$ cat src/rtl/core/bbcm_pkg.sv
// ----------------------------------------------------------------------------
// bbcm_pkg
// Shared types and codes of the block buffer cache manager.
// ----------------------------------------------------------------------------
package bbcm_pkg;

  typedef enum logic [1:0] {
    CMD_GET     = 2'd0,
    CMD_RELEASE = 2'd1,
    CMD_FILL    = 2'd2,
    CMD_NONE    = 2'd3
  } cmd_t;

  typedef enum logic [2:0] {
    ST_HIT     = 3'd0,
    ST_MISS    = 3'd1,
    ST_BUSY    = 3'd2,
    ST_NOFREE  = 3'd3,
    ST_WB      = 3'd4,
    ST_DONE    = 3'd5,
    ST_BADIDX  = 3'd6,
    ST_UNUSED  = 3'd7
  } status_t;

  typedef enum logic [2:0] {
    S_IDLE,
    S_SCAN,
    S_VICTIM,
    S_FREESRCH,
    S_SHIFT,
    S_OUT
  } state_t;

  // controller to datapath
  typedef struct packed {
    logic load;       // capture request
    logic scan_clr;   // restart scan counter
    logic scan_step;  // advance scan counter
    logic do_hit;     // lock matched slot, start search for it in free list
    logic do_wb;      // clear dirty of head, rotate head to tail
    logic do_miss;    // retag head, start removal of head
    logic do_release; // release named slot
    logic do_fill;    // set valid of named slot
    logic shift_step; // one step of free list compaction
    logic srch_step;  // one step of free list search
    logic res_load;   // load result register
    logic [2:0] res_st;
    logic res_last;
  } ctl_t;

  // datapath to controller
  typedef struct packed {
    logic scan_done;  // scan counter went past last slot
    logic match;      // current slot tag equals request block
    logic locked;     // locked bit of current / named slot
    logic head_dirty;
    logic free_empty;
    logic idx_bad;
    logic srch_found;
    logic shift_done;
  } sts_t;

endpackage

$ cat src/rtl/core/bbcm_datapath.sv
// ----------------------------------------------------------------------------
// bbcm_datapath
// Tag store, state bits, free list and result register.
// ----------------------------------------------------------------------------
module bbcm_datapath #(
  parameter int NUM_BUFFERS = 16,
  parameter int BLOCK_BITS  = 32
) (
  input  logic                  clk,
  input  logic                  rst,
  input  bbcm_pkg::ctl_t        ctl,
  output bbcm_pkg::sts_t        sts,
  input  logic [1:0]            in_cmd,
  input  logic [31:0]           in_block,
  input  logic [3:0]            in_index,
  input  logic                  in_dirty,
  output logic [2:0]            res_status,
  output logic [3:0]            res_slot,
  output logic [31:0]           res_tag,
  output logic                  res_need,
  output logic                  res_last
);
  localparam int IW = $clog2(NUM_BUFFERS);
  localparam int CW = $clog2(NUM_BUFFERS + 1);

  logic [BLOCK_BITS-1:0] slot_tag [NUM_BUFFERS];
  logic [NUM_BUFFERS-1:0] slot_valid, slot_locked, slot_dw;
  logic [IW-1:0] free_order [NUM_BUFFERS];
  logic [CW-1:0] free_count;

  logic [1:0]            r_cmd;
  logic [BLOCK_BITS-1:0] r_blk;
  logic [3:0]            r_idx;
  logic                  r_dirty;
  logic [CW-1:0]         scan;
  logic [CW-1:0]         pos;   // search / shift position
  logic [IW-1:0]         sel;   // slot reported

  logic [IW-1:0] scan_i, idx_i, head;
  logic [BLOCK_BITS-1:0] blk_ext;

  assign scan_i = scan[IW-1:0];
  assign idx_i  = IW'(r_idx);
  assign head   = free_order[0];
  assign blk_ext = (BLOCK_BITS > 32) ? BLOCK_BITS'({32'd0, in_block})
                                      : BLOCK_BITS'(in_block);

  assign sts.scan_done  = (scan == CW'(NUM_BUFFERS));
  assign sts.match      = !sts.scan_done && (slot_tag[scan_i] == r_blk);
  assign sts.locked     = (r_cmd == bbcm_pkg::CMD_GET) ? slot_locked[scan_i]
                                                       : slot_locked[idx_i];
  assign sts.head_dirty = slot_dw[head];
  assign sts.free_empty = (free_count == '0);
  assign sts.idx_bad    = ({1'b0, r_idx} >= 5'(NUM_BUFFERS));
  assign sts.srch_found = (pos < free_count) && (free_order[pos[IW-1:0]] == sel);
  assign sts.shift_done = (pos + CW'(1) >= free_count);

  always_ff @(posedge clk) begin
    if (rst) begin
      slot_valid  <= '0;
      slot_locked <= '0;
      slot_dw     <= '0;
      free_count  <= CW'(NUM_BUFFERS);
      scan        <= '0;
      pos         <= '0;
      for (int i = 0; i < NUM_BUFFERS; i++) begin
        slot_tag[i]   <= BLOCK_BITS'(i);
        free_order[i] <= IW'(NUM_BUFFERS - 1 - i);
      end
    end else begin
      if (ctl.load) begin
        r_cmd   <= in_cmd;
        r_blk   <= blk_ext;
        r_idx   <= in_index;
        r_dirty <= in_dirty;
      end
      if (ctl.scan_clr) scan <= '0;
      else if (ctl.scan_step) scan <= scan + CW'(1);
      if (ctl.do_hit) begin
        slot_locked[scan_i] <= 1'b1;
        sel <= scan_i;
        pos <= '0;
      end
      if (ctl.srch_step) pos <= pos + CW'(1);
      if (ctl.do_wb) begin
        slot_dw[head] <= 1'b0;
        sel <= head;
        for (int i = 0; i < NUM_BUFFERS - 1; i++)
          if (CW'(i + 1) < free_count) free_order[i] <= free_order[i + 1];
        free_order[free_count[IW-1:0] - IW'(1)] <= head;
      end
      if (ctl.do_miss) begin
        slot_locked[head] <= 1'b1;
        slot_valid[head]  <= 1'b0;
        slot_tag[head]    <= r_blk;
        sel <= head;
        pos <= '0;
      end
      if (ctl.shift_step) begin
        if (!sts.shift_done) begin
          free_order[pos[IW-1:0]] <= free_order[pos[IW-1:0] + IW'(1)];
          pos <= pos + CW'(1);
        end else begin
          free_count <= free_count - CW'(1);
        end
      end
      if (ctl.do_fill) begin
        slot_valid[idx_i] <= 1'b1;
        sel <= idx_i;
      end
      if (ctl.do_release) begin
        sel <= idx_i;
        if (r_dirty) slot_dw[idx_i] <= 1'b1;
        slot_locked[idx_i] <= 1'b0;
        free_count <= free_count + CW'(1);
        if (slot_valid[idx_i]) begin
          free_order[free_count[IW-1:0]] <= idx_i;
        end else begin
          for (int i = 1; i < NUM_BUFFERS; i++)
            free_order[i] <= free_order[i - 1];
          free_order[0] <= idx_i;
        end
      end
    end
  end

  // result register; the reported slot and its bits are taken before the update
  logic [IW-1:0] rs;
  always_comb begin
    unique case (ctl.res_st)
      bbcm_pkg::ST_HIT, bbcm_pkg::ST_BUSY: rs = scan_i;
      bbcm_pkg::ST_WB, bbcm_pkg::ST_MISS:  rs = head;
      default:                             rs = idx_i;
    endcase
  end

  always_ff @(posedge clk) begin
    if (ctl.res_load) begin
      res_status <= ctl.res_st;
      res_last   <= ctl.res_last;
      res_slot   <= 4'(rs);
      res_tag    <= 32'(slot_tag[rs]);
      res_need   <= !slot_valid[rs];
      unique case (ctl.res_st)
        bbcm_pkg::ST_NOFREE: begin
          res_slot <= '0; res_tag <= '0; res_need <= 1'b0;
        end
        bbcm_pkg::ST_MISS: begin
          res_tag <= 32'(r_blk); res_need <= 1'b1;
        end
        bbcm_pkg::ST_WB, bbcm_pkg::ST_DONE: begin
          if (ctl.res_st == bbcm_pkg::ST_WB || r_cmd == bbcm_pkg::CMD_FILL)
            res_need <= 1'b0;
        end
        bbcm_pkg::ST_BADIDX: begin
          res_slot <= r_idx;
          if (sts.idx_bad) begin
            res_tag <= '0; res_need <= 1'b0;
          end
        end
        default: ;
      endcase
    end
  end
endmodule

$ cat src/rtl/core/bbcm_ctrl.sv
// ----------------------------------------------------------------------------
// bbcm_ctrl
// Command sequencer: scan, victim walk, free list upkeep and result hand-off.
// ----------------------------------------------------------------------------
module bbcm_ctrl (
  input  logic             clk,
  input  logic             rst,
  input  logic             in_valid,
  output logic             in_stall,
  input  logic [1:0]       in_cmd,
  output logic             out_valid,
  input  logic             out_stall,
  input  bbcm_pkg::sts_t   sts,
  output bbcm_pkg::ctl_t   ctl
);
  bbcm_pkg::state_t state, state_next;
  logic [1:0] cmd_r;
  logic       ovalid, ovalid_next;

  // hold each result until taken; result steps wait on it
  logic out_free;
  assign out_free  = !ovalid || !out_stall;
  assign out_valid = ovalid;
  assign in_stall  = (state != bbcm_pkg::S_IDLE);

  always_ff @(posedge clk) begin
    if (rst) begin
      state  <= bbcm_pkg::S_IDLE;
      ovalid <= 1'b0;
    end else begin
      state  <= state_next;
      ovalid <= ovalid_next;
    end
    if (state == bbcm_pkg::S_IDLE && in_valid) cmd_r <= in_cmd;
  end

  always_comb begin
    ctl = '0;
    ctl.res_st = bbcm_pkg::ST_DONE;
    state_next = state;
    ovalid_next = ovalid && out_stall;
    unique case (state)
      bbcm_pkg::S_IDLE: begin
        if (in_valid && in_cmd != bbcm_pkg::CMD_NONE) begin
          ctl.load = 1'b1;
          ctl.scan_clr = 1'b1;
          state_next = (in_cmd == bbcm_pkg::CMD_GET) ? bbcm_pkg::S_SCAN
                                                     : bbcm_pkg::S_OUT;
        end
      end
      bbcm_pkg::S_SCAN: begin
        if (sts.scan_done) begin
          state_next = bbcm_pkg::S_VICTIM;
        end else if (sts.match) begin
          if (out_free) begin
            ctl.res_load = 1'b1;
            ctl.res_last = 1'b1;
            ovalid_next = 1'b1;
            if (sts.locked) begin
              ctl.res_st = bbcm_pkg::ST_BUSY;
              state_next = bbcm_pkg::S_IDLE;
            end else begin
              ctl.res_st = bbcm_pkg::ST_HIT;
              ctl.do_hit = 1'b1;
              state_next = bbcm_pkg::S_FREESRCH;
            end
          end
        end else begin
          ctl.scan_step = 1'b1;
        end
      end
      bbcm_pkg::S_VICTIM: begin
        if (out_free) begin
          ctl.res_load = 1'b1;
          ovalid_next = 1'b1;
          if (sts.free_empty) begin
            ctl.res_st = bbcm_pkg::ST_NOFREE;
            ctl.res_last = 1'b1;
            state_next = bbcm_pkg::S_IDLE;
          end else if (sts.head_dirty) begin
            ctl.res_st = bbcm_pkg::ST_WB;
            ctl.do_wb = 1'b1;
          end else begin
            ctl.res_st = bbcm_pkg::ST_MISS;
            ctl.res_last = 1'b1;
            ctl.do_miss = 1'b1;
            state_next = bbcm_pkg::S_SHIFT;
          end
        end
      end
      bbcm_pkg::S_FREESRCH: begin
        if (sts.srch_found) state_next = bbcm_pkg::S_SHIFT;
        else ctl.srch_step = 1'b1;
      end
      bbcm_pkg::S_SHIFT: begin
        ctl.shift_step = 1'b1;
        if (sts.shift_done) state_next = bbcm_pkg::S_IDLE;
      end
      bbcm_pkg::S_OUT: begin
        if (out_free) begin
          ctl.res_load = 1'b1;
          ctl.res_last = 1'b1;
          ovalid_next = 1'b1;
          state_next = bbcm_pkg::S_IDLE;
          if (sts.idx_bad) begin
            ctl.res_st = bbcm_pkg::ST_BADIDX;
          end else if (cmd_r == bbcm_pkg::CMD_FILL) begin
            ctl.do_fill = 1'b1;
          end else if (!sts.locked) begin
            ctl.res_st = bbcm_pkg::ST_BADIDX;
          end else begin
            ctl.do_release = 1'b1;
          end
        end
      end
      default: state_next = bbcm_pkg::S_IDLE;
    endcase
  end

`ifndef SYNTHESIS
  a_no_load_busy: assert property (@(posedge clk) disable iff (rst)
    ctl.load |-> state == bbcm_pkg::S_IDLE) else $error("load while busy");
  a_res_hold: assert property (@(posedge clk) disable iff (rst)
    (ovalid && out_stall) |-> !ctl.res_load) else $error("result overwritten");
  a_one_op: assert property (@(posedge clk) disable iff (rst)
    $onehot0({ctl.do_hit, ctl.do_wb, ctl.do_miss, ctl.do_release, ctl.do_fill}))
    else $error("two updates at once");
`endif
endmodule

$ cat src/rtl/core/block_buffer_cache_manager.sv
// ----------------------------------------------------------------------------
// block_buffer_cache_manager
// Buffer pool tag manager with LRU free list (get / release / fill done).
// ----------------------------------------------------------------------------
//  channel  | dir | fields
//  request  | in  | cmd, block_number, buffer_index, mark_dirty
//  result   | out | status, slot, tag_block, need_read, last
//
//  A get scans the tags one slot a cycle; on a miss it then emits one result a
//  cycle per victim while the result is not stalled (up to NUM_BUFFERS + 1
//  results), and on a hit or a miss it compacts the free list one entry a cycle.
//  Reset: synchronous; the tag store and free list load their start values.
//  A stalled result holds the sequencer; one request is worked at a time.
module block_buffer_cache_manager #(
  parameter int NUM_BUFFERS = 16,
  parameter int BLOCK_BITS  = 32
) (
  input  logic        clk,
  input  logic        rst,
  input  logic        in_valid,
  output logic        in_stall,
  input  logic [1:0]  cmd,
  input  logic [31:0] block_number,
  input  logic [3:0]  buffer_index,
  input  logic        mark_dirty,
  output logic        out_valid,
  input  logic        out_stall,
  output logic [2:0]  status,
  output logic [3:0]  slot,
  output logic [31:0] tag_block,
  output logic        need_read,
  output logic        last
);
  bbcm_pkg::ctl_t ctl;
  bbcm_pkg::sts_t sts;

  bbcm_ctrl u_ctrl (
    .clk, .rst, .in_valid, .in_stall, .in_cmd(cmd),
    .out_valid, .out_stall, .sts, .ctl
  );

  bbcm_datapath #(.NUM_BUFFERS(NUM_BUFFERS), .BLOCK_BITS(BLOCK_BITS)) u_dp (
    .clk, .rst, .ctl, .sts,
    .in_cmd(cmd), .in_block(block_number), .in_index(buffer_index),
    .in_dirty(mark_dirty),
    .res_status(status), .res_slot(slot), .res_tag(tag_block),
    .res_need(need_read), .res_last(last)
  );
endmodule

$ cat config.mk
export PLATFORM = sky130hd
export DESIGN_NAME = block_buffer_cache_manager
export DESIGN_NICKNAME = d
export VERILOG_FILES = /design/src/rtl/core/bbcm_pkg.sv /design/src/rtl/core/bbcm_datapath.sv /design/src/rtl/core/bbcm_ctrl.sv /design/src/rtl/core/block_buffer_cache_manager.sv
export SDC_FILE = /design/constraint.sdc
export NUM_CORES = 2
export LEC_CHECK = 0
export BUFFER_PORTS_ARGS = -buffer_cell sky130_fd_sc_hd__buf_2
export CAP_MARGIN = 20
export CORE_MARGIN = 3
export CORE_UTILIZATION = 45
export DETAILED_ROUTE_END_ITERATION = 7
export GPL_ROUTABILITY_DRIVEN = 0
export SYNTH_ARGS = -nofsm -noshare
export SYNTH_HDL_FRONTEND = slang
export SYNTH_SLANG_ARGS = --single-unit
$ cat constraint.sdc
create_clock -name clk -period 5.5 [get_ports clk]
set_clock_uncertainty 0.2 [all_clocks]
set_input_delay 0.825 -clock clk [delete_from_list [all_inputs] [get_ports clk]]
set_output_delay 0.825 -clock clk [all_outputs]
set_load 0.02 [all_outputs]
==> impl_metrics.env <==
export IMPL_setup_slack_ps=164.6
export IMPL_synth_cells=3586
export IMPL_slew_violations=0
export IMPL_fmax_mhz=187.4
export IMPL_final_core_util_pct=52.28
export IMPL_min_path_type="input port to flop"
export IMPL_worstRegToRegCells=17
export IMPL_cts_tree="done"
export IMPL_cts_hold_buf=0
export IMPL_nets=3751
export IMPL_cp_num_buf_inv=4
export IMPL_io_pins=86
export IMPL_root_buffer="clkbuf_16"
export IMPL_cpMaxStageDelayCell="mux4_2"
export IMPL_fp_dieW_um=305.0
export IMPL_vdd_drop_max_mv=0.2264
export IMPL_grt_start_max_net_pins=67
export IMPL_port_buffer_count=85
export IMPL_total_power_mw=17.64
export IMPL_rsz0062_at_grt="no"
export IMPL_numCtsBuffers=86
export IMPL_tightestPinTransition_ps=1099
export IMPL_endpoint_kind="flop"
export IMPL_wirelength_mm=146.3
export IMPL_synth_cell_types=84
export IMPL_avgSynthCellArea_um2=11.22
export IMPL_antenna_found_initial=4
export IMPL_wire_per_inst_um=29.70
export IMPL_leakagePower_nw=15.81
export IMPL_cts_sinks=733
export IMPL_vias_per_cell=6.403
export IMPL_dpl_cell_area_um2=43400
export IMPL_initial_utilization_pct=45.46
export IMPL_grt_pass1_vias=30700
export IMPL_row_count=109
export IMPL_hold_violations=0
export IMPL_synthTopCellsByArea="edfxtp_1 49%, mux4_2 7.8%, mux2i_1 4.7%"
export IMPL_crit_type="flop to flop"
export IMPL_slowest_delay_ps=520
export IMPL_crit_cells=17
export IMPL_setup_viol=0
export IMPL_start_kind="flop"
export IMPL_netlist_area_leader_share_pct=49.41
export IMPL_ys_flop_type="edfxtp_1"
export IMPL_core_um2=88510
export IMPL_route_detailed_drc=0
export IMPL_crit_family="compound AO/OA/AOI/OAI gates"
export IMPL_grt_pass1_wl_mm=212.9
export IMPL_ant_nets=0
export IMPL_syn_area_um2=40230
export IMPL_place_ws_ps=-51.63
export IMPL_cts_max_path_buffers=3
export IMPL_crit_arrival_ps=5530
export IMPL_drive_gt1_share_pct=19.39
export IMPL_area_growth_syn_to_layout_pct=15.01
export IMPL_insertion_delay_ps=670
export IMPL_synth_area_leader_cell="edfxtp_1"
export IMPL_timing_hold_ws_ps=134.9
export IMPL_first_iter_violations=4459
export IMPL_cap_violations=0
export IMPL_htree_levels=3
export IMPL_grt_usage_pct=31.07
export IMPL_slew_limit_headroom_pct=26.43
export IMPL_multi_input_area_um2=17450
export IMPL_stdcell_area_um2=46280
export IMPL_yosysWarnings=0
export IMPL_synth_nets=3648
export IMPL_crit_path_max_fanout=31
export IMPL_fin_cells=4925
export IMPL_fillers=7629
export IMPL_ys_seq_area_share_pct=52.94
export IMPL_ys_ff_latch=733
export IMPL_fin_crit_sh_pct=97.01
export IMPL_dpl_hpwl_mm=97.55
export IMPL_clk_pin_slew_ps=60
export IMPL_power_density_nw_per_um2=381.2
export IMPL_dp_cells=4761
export IMPL_layout_common_cells="662 x edfxtp_1, 490 x nand2_1, 386 x nor2_1"
export IMPL_first_pass_iters=6
export IMPL_gr_total_overflow=0
export IMPL_die_area_um2=93030
export IMPL_die_h_um=305.0
export IMPL_ff_latch_area_um2=21310
export IMPL_status="finished clean"
export IMPL_async_flop_share_pct=0
export IMPL_crit_path_cell_trace="buf_4, mux4_2, mux2i_1, xor2_1, o221ai_1, o31a_1, nor4_2, buf_4, nand4_1, o32ai_1, o21ba_4, buf_12, nor3_4, buf_12, nand3_1, nand4_1, nand3_1"
export IMPL_holdPathStages=1
export IMPL_cp_required_ps=5690
export IMPL_final_common_cell="edfxtp_1"
export IMPL_synth_edf_count=662
export IMPL_min_period_ps=5335
export IMPL_via_count=31540
export IMPL_tns_ps=0
-- cell usage after synthesis, drive strengths merged (14+ instances only) --
cell type / count
edfxtp: 662
nand2: 494
nor2: 390
and2: 194
mux2i: 188
nand3: 173
clkbuf: 169
buf: 151
mux4: 140
o21ai: 112
a21oi: 94
nand2b: 81
dfxtp: 71
mux2: 60
xnor2: 53
o22ai: 45
nand4: 42
inv: 40
a221oi: 36
a31oi: 33
a32o: 33
a221o: 32
nor2b: 25
xor2: 25
a22o: 20
nor3: 20
ha: 19
or3: 19
a22oi: 17
nand3b: 17
a211oi: 14
-- worst paths after layout --
check	from	end	slack, ps
max	flop	u_dp.res_tag[15]	160
min	mark_dirty	u_dp.r_dirty	130
max reg2reg	flop	u_dp.res_tag[15]	160
min reg2reg	u_dp.slot_dw[0]	u_dp.slot_dw[0]	270
-- state kept, by name (all words and copies together) (netlist names), 16 cells and up, named ones only --
| name | count |
|---|---|
| u_dp.free_order | 64 |
| u_dp.r_blk | 32 |
| u_dp.res_tag | 32 |
| u_dp.slot_dw | 16 |
| u_dp.slot_locked | 16 |
| u_dp.slot_tag | 512 |
| u_dp.slot_valid | 16 |
-- layout make-up --
| cell class | instances | share of cell area, % |
|---|---|---|
| Sequential cell | 733 | 46.06 |
| Multi-Input combinational cell | 2492 | 37.72 |
| Timing Repair Buffer | 335 | 6.722 |
| Clock buffer | 117 | 5.359 |
| Tap cell | 1165 | 3.150 |
| Clock inverter | 41 | 0.6570 |
| Inverter | 41 | 0.3326 |
| Antenna cell | 1 | 0.005408 |
-- kinds of logic (layout without fill, tap and decap cells) --
kind of cell / after synthesis / count (layout) / share of synthesized area [%]
XOR/XNOR: 78 / 78 / 1.698
flip-flops: 733 / 733 / 52.94
multiplexers: 388 / 388 / 14.19
adder cells (fa/ha/maj): 19 / 19 / 0.5909
buffers and inverters: 361 / 534 / 4.242
other: 0 / 1 / 0
AO/OA/AOI/OAI: 516 / 516 / 8.922
AND/OR/NAND/NOR: 1491 / 1491 / 17.41
-- metal layers --
metal	track usage [%]	share of wire, %	up-vias
li1	-	-	13430
met1	42.49	39	15490
met2	47.86	45	2186
met3	6.393	11	425
met4	14.07	5.0	4
met5	0	0.034	-
-- what timing repair did --
| item | in CTS | in global routing |
|---|---|---|
| resized for setup | 1 | 5 |
| setup buffers | 0 | 3 |
| setup endpoints to repair | 10 | 28 |
-- report_power, final --
group | internal (mW) | switching [mW]
Sequential | 6.55 | 0.382
Clock | 3.33 | 2.35
Combinational | 1.93 | 3.09
Total | 11.8 | 5.83
No activity file was read; power rests on OpenSTA's default activity.
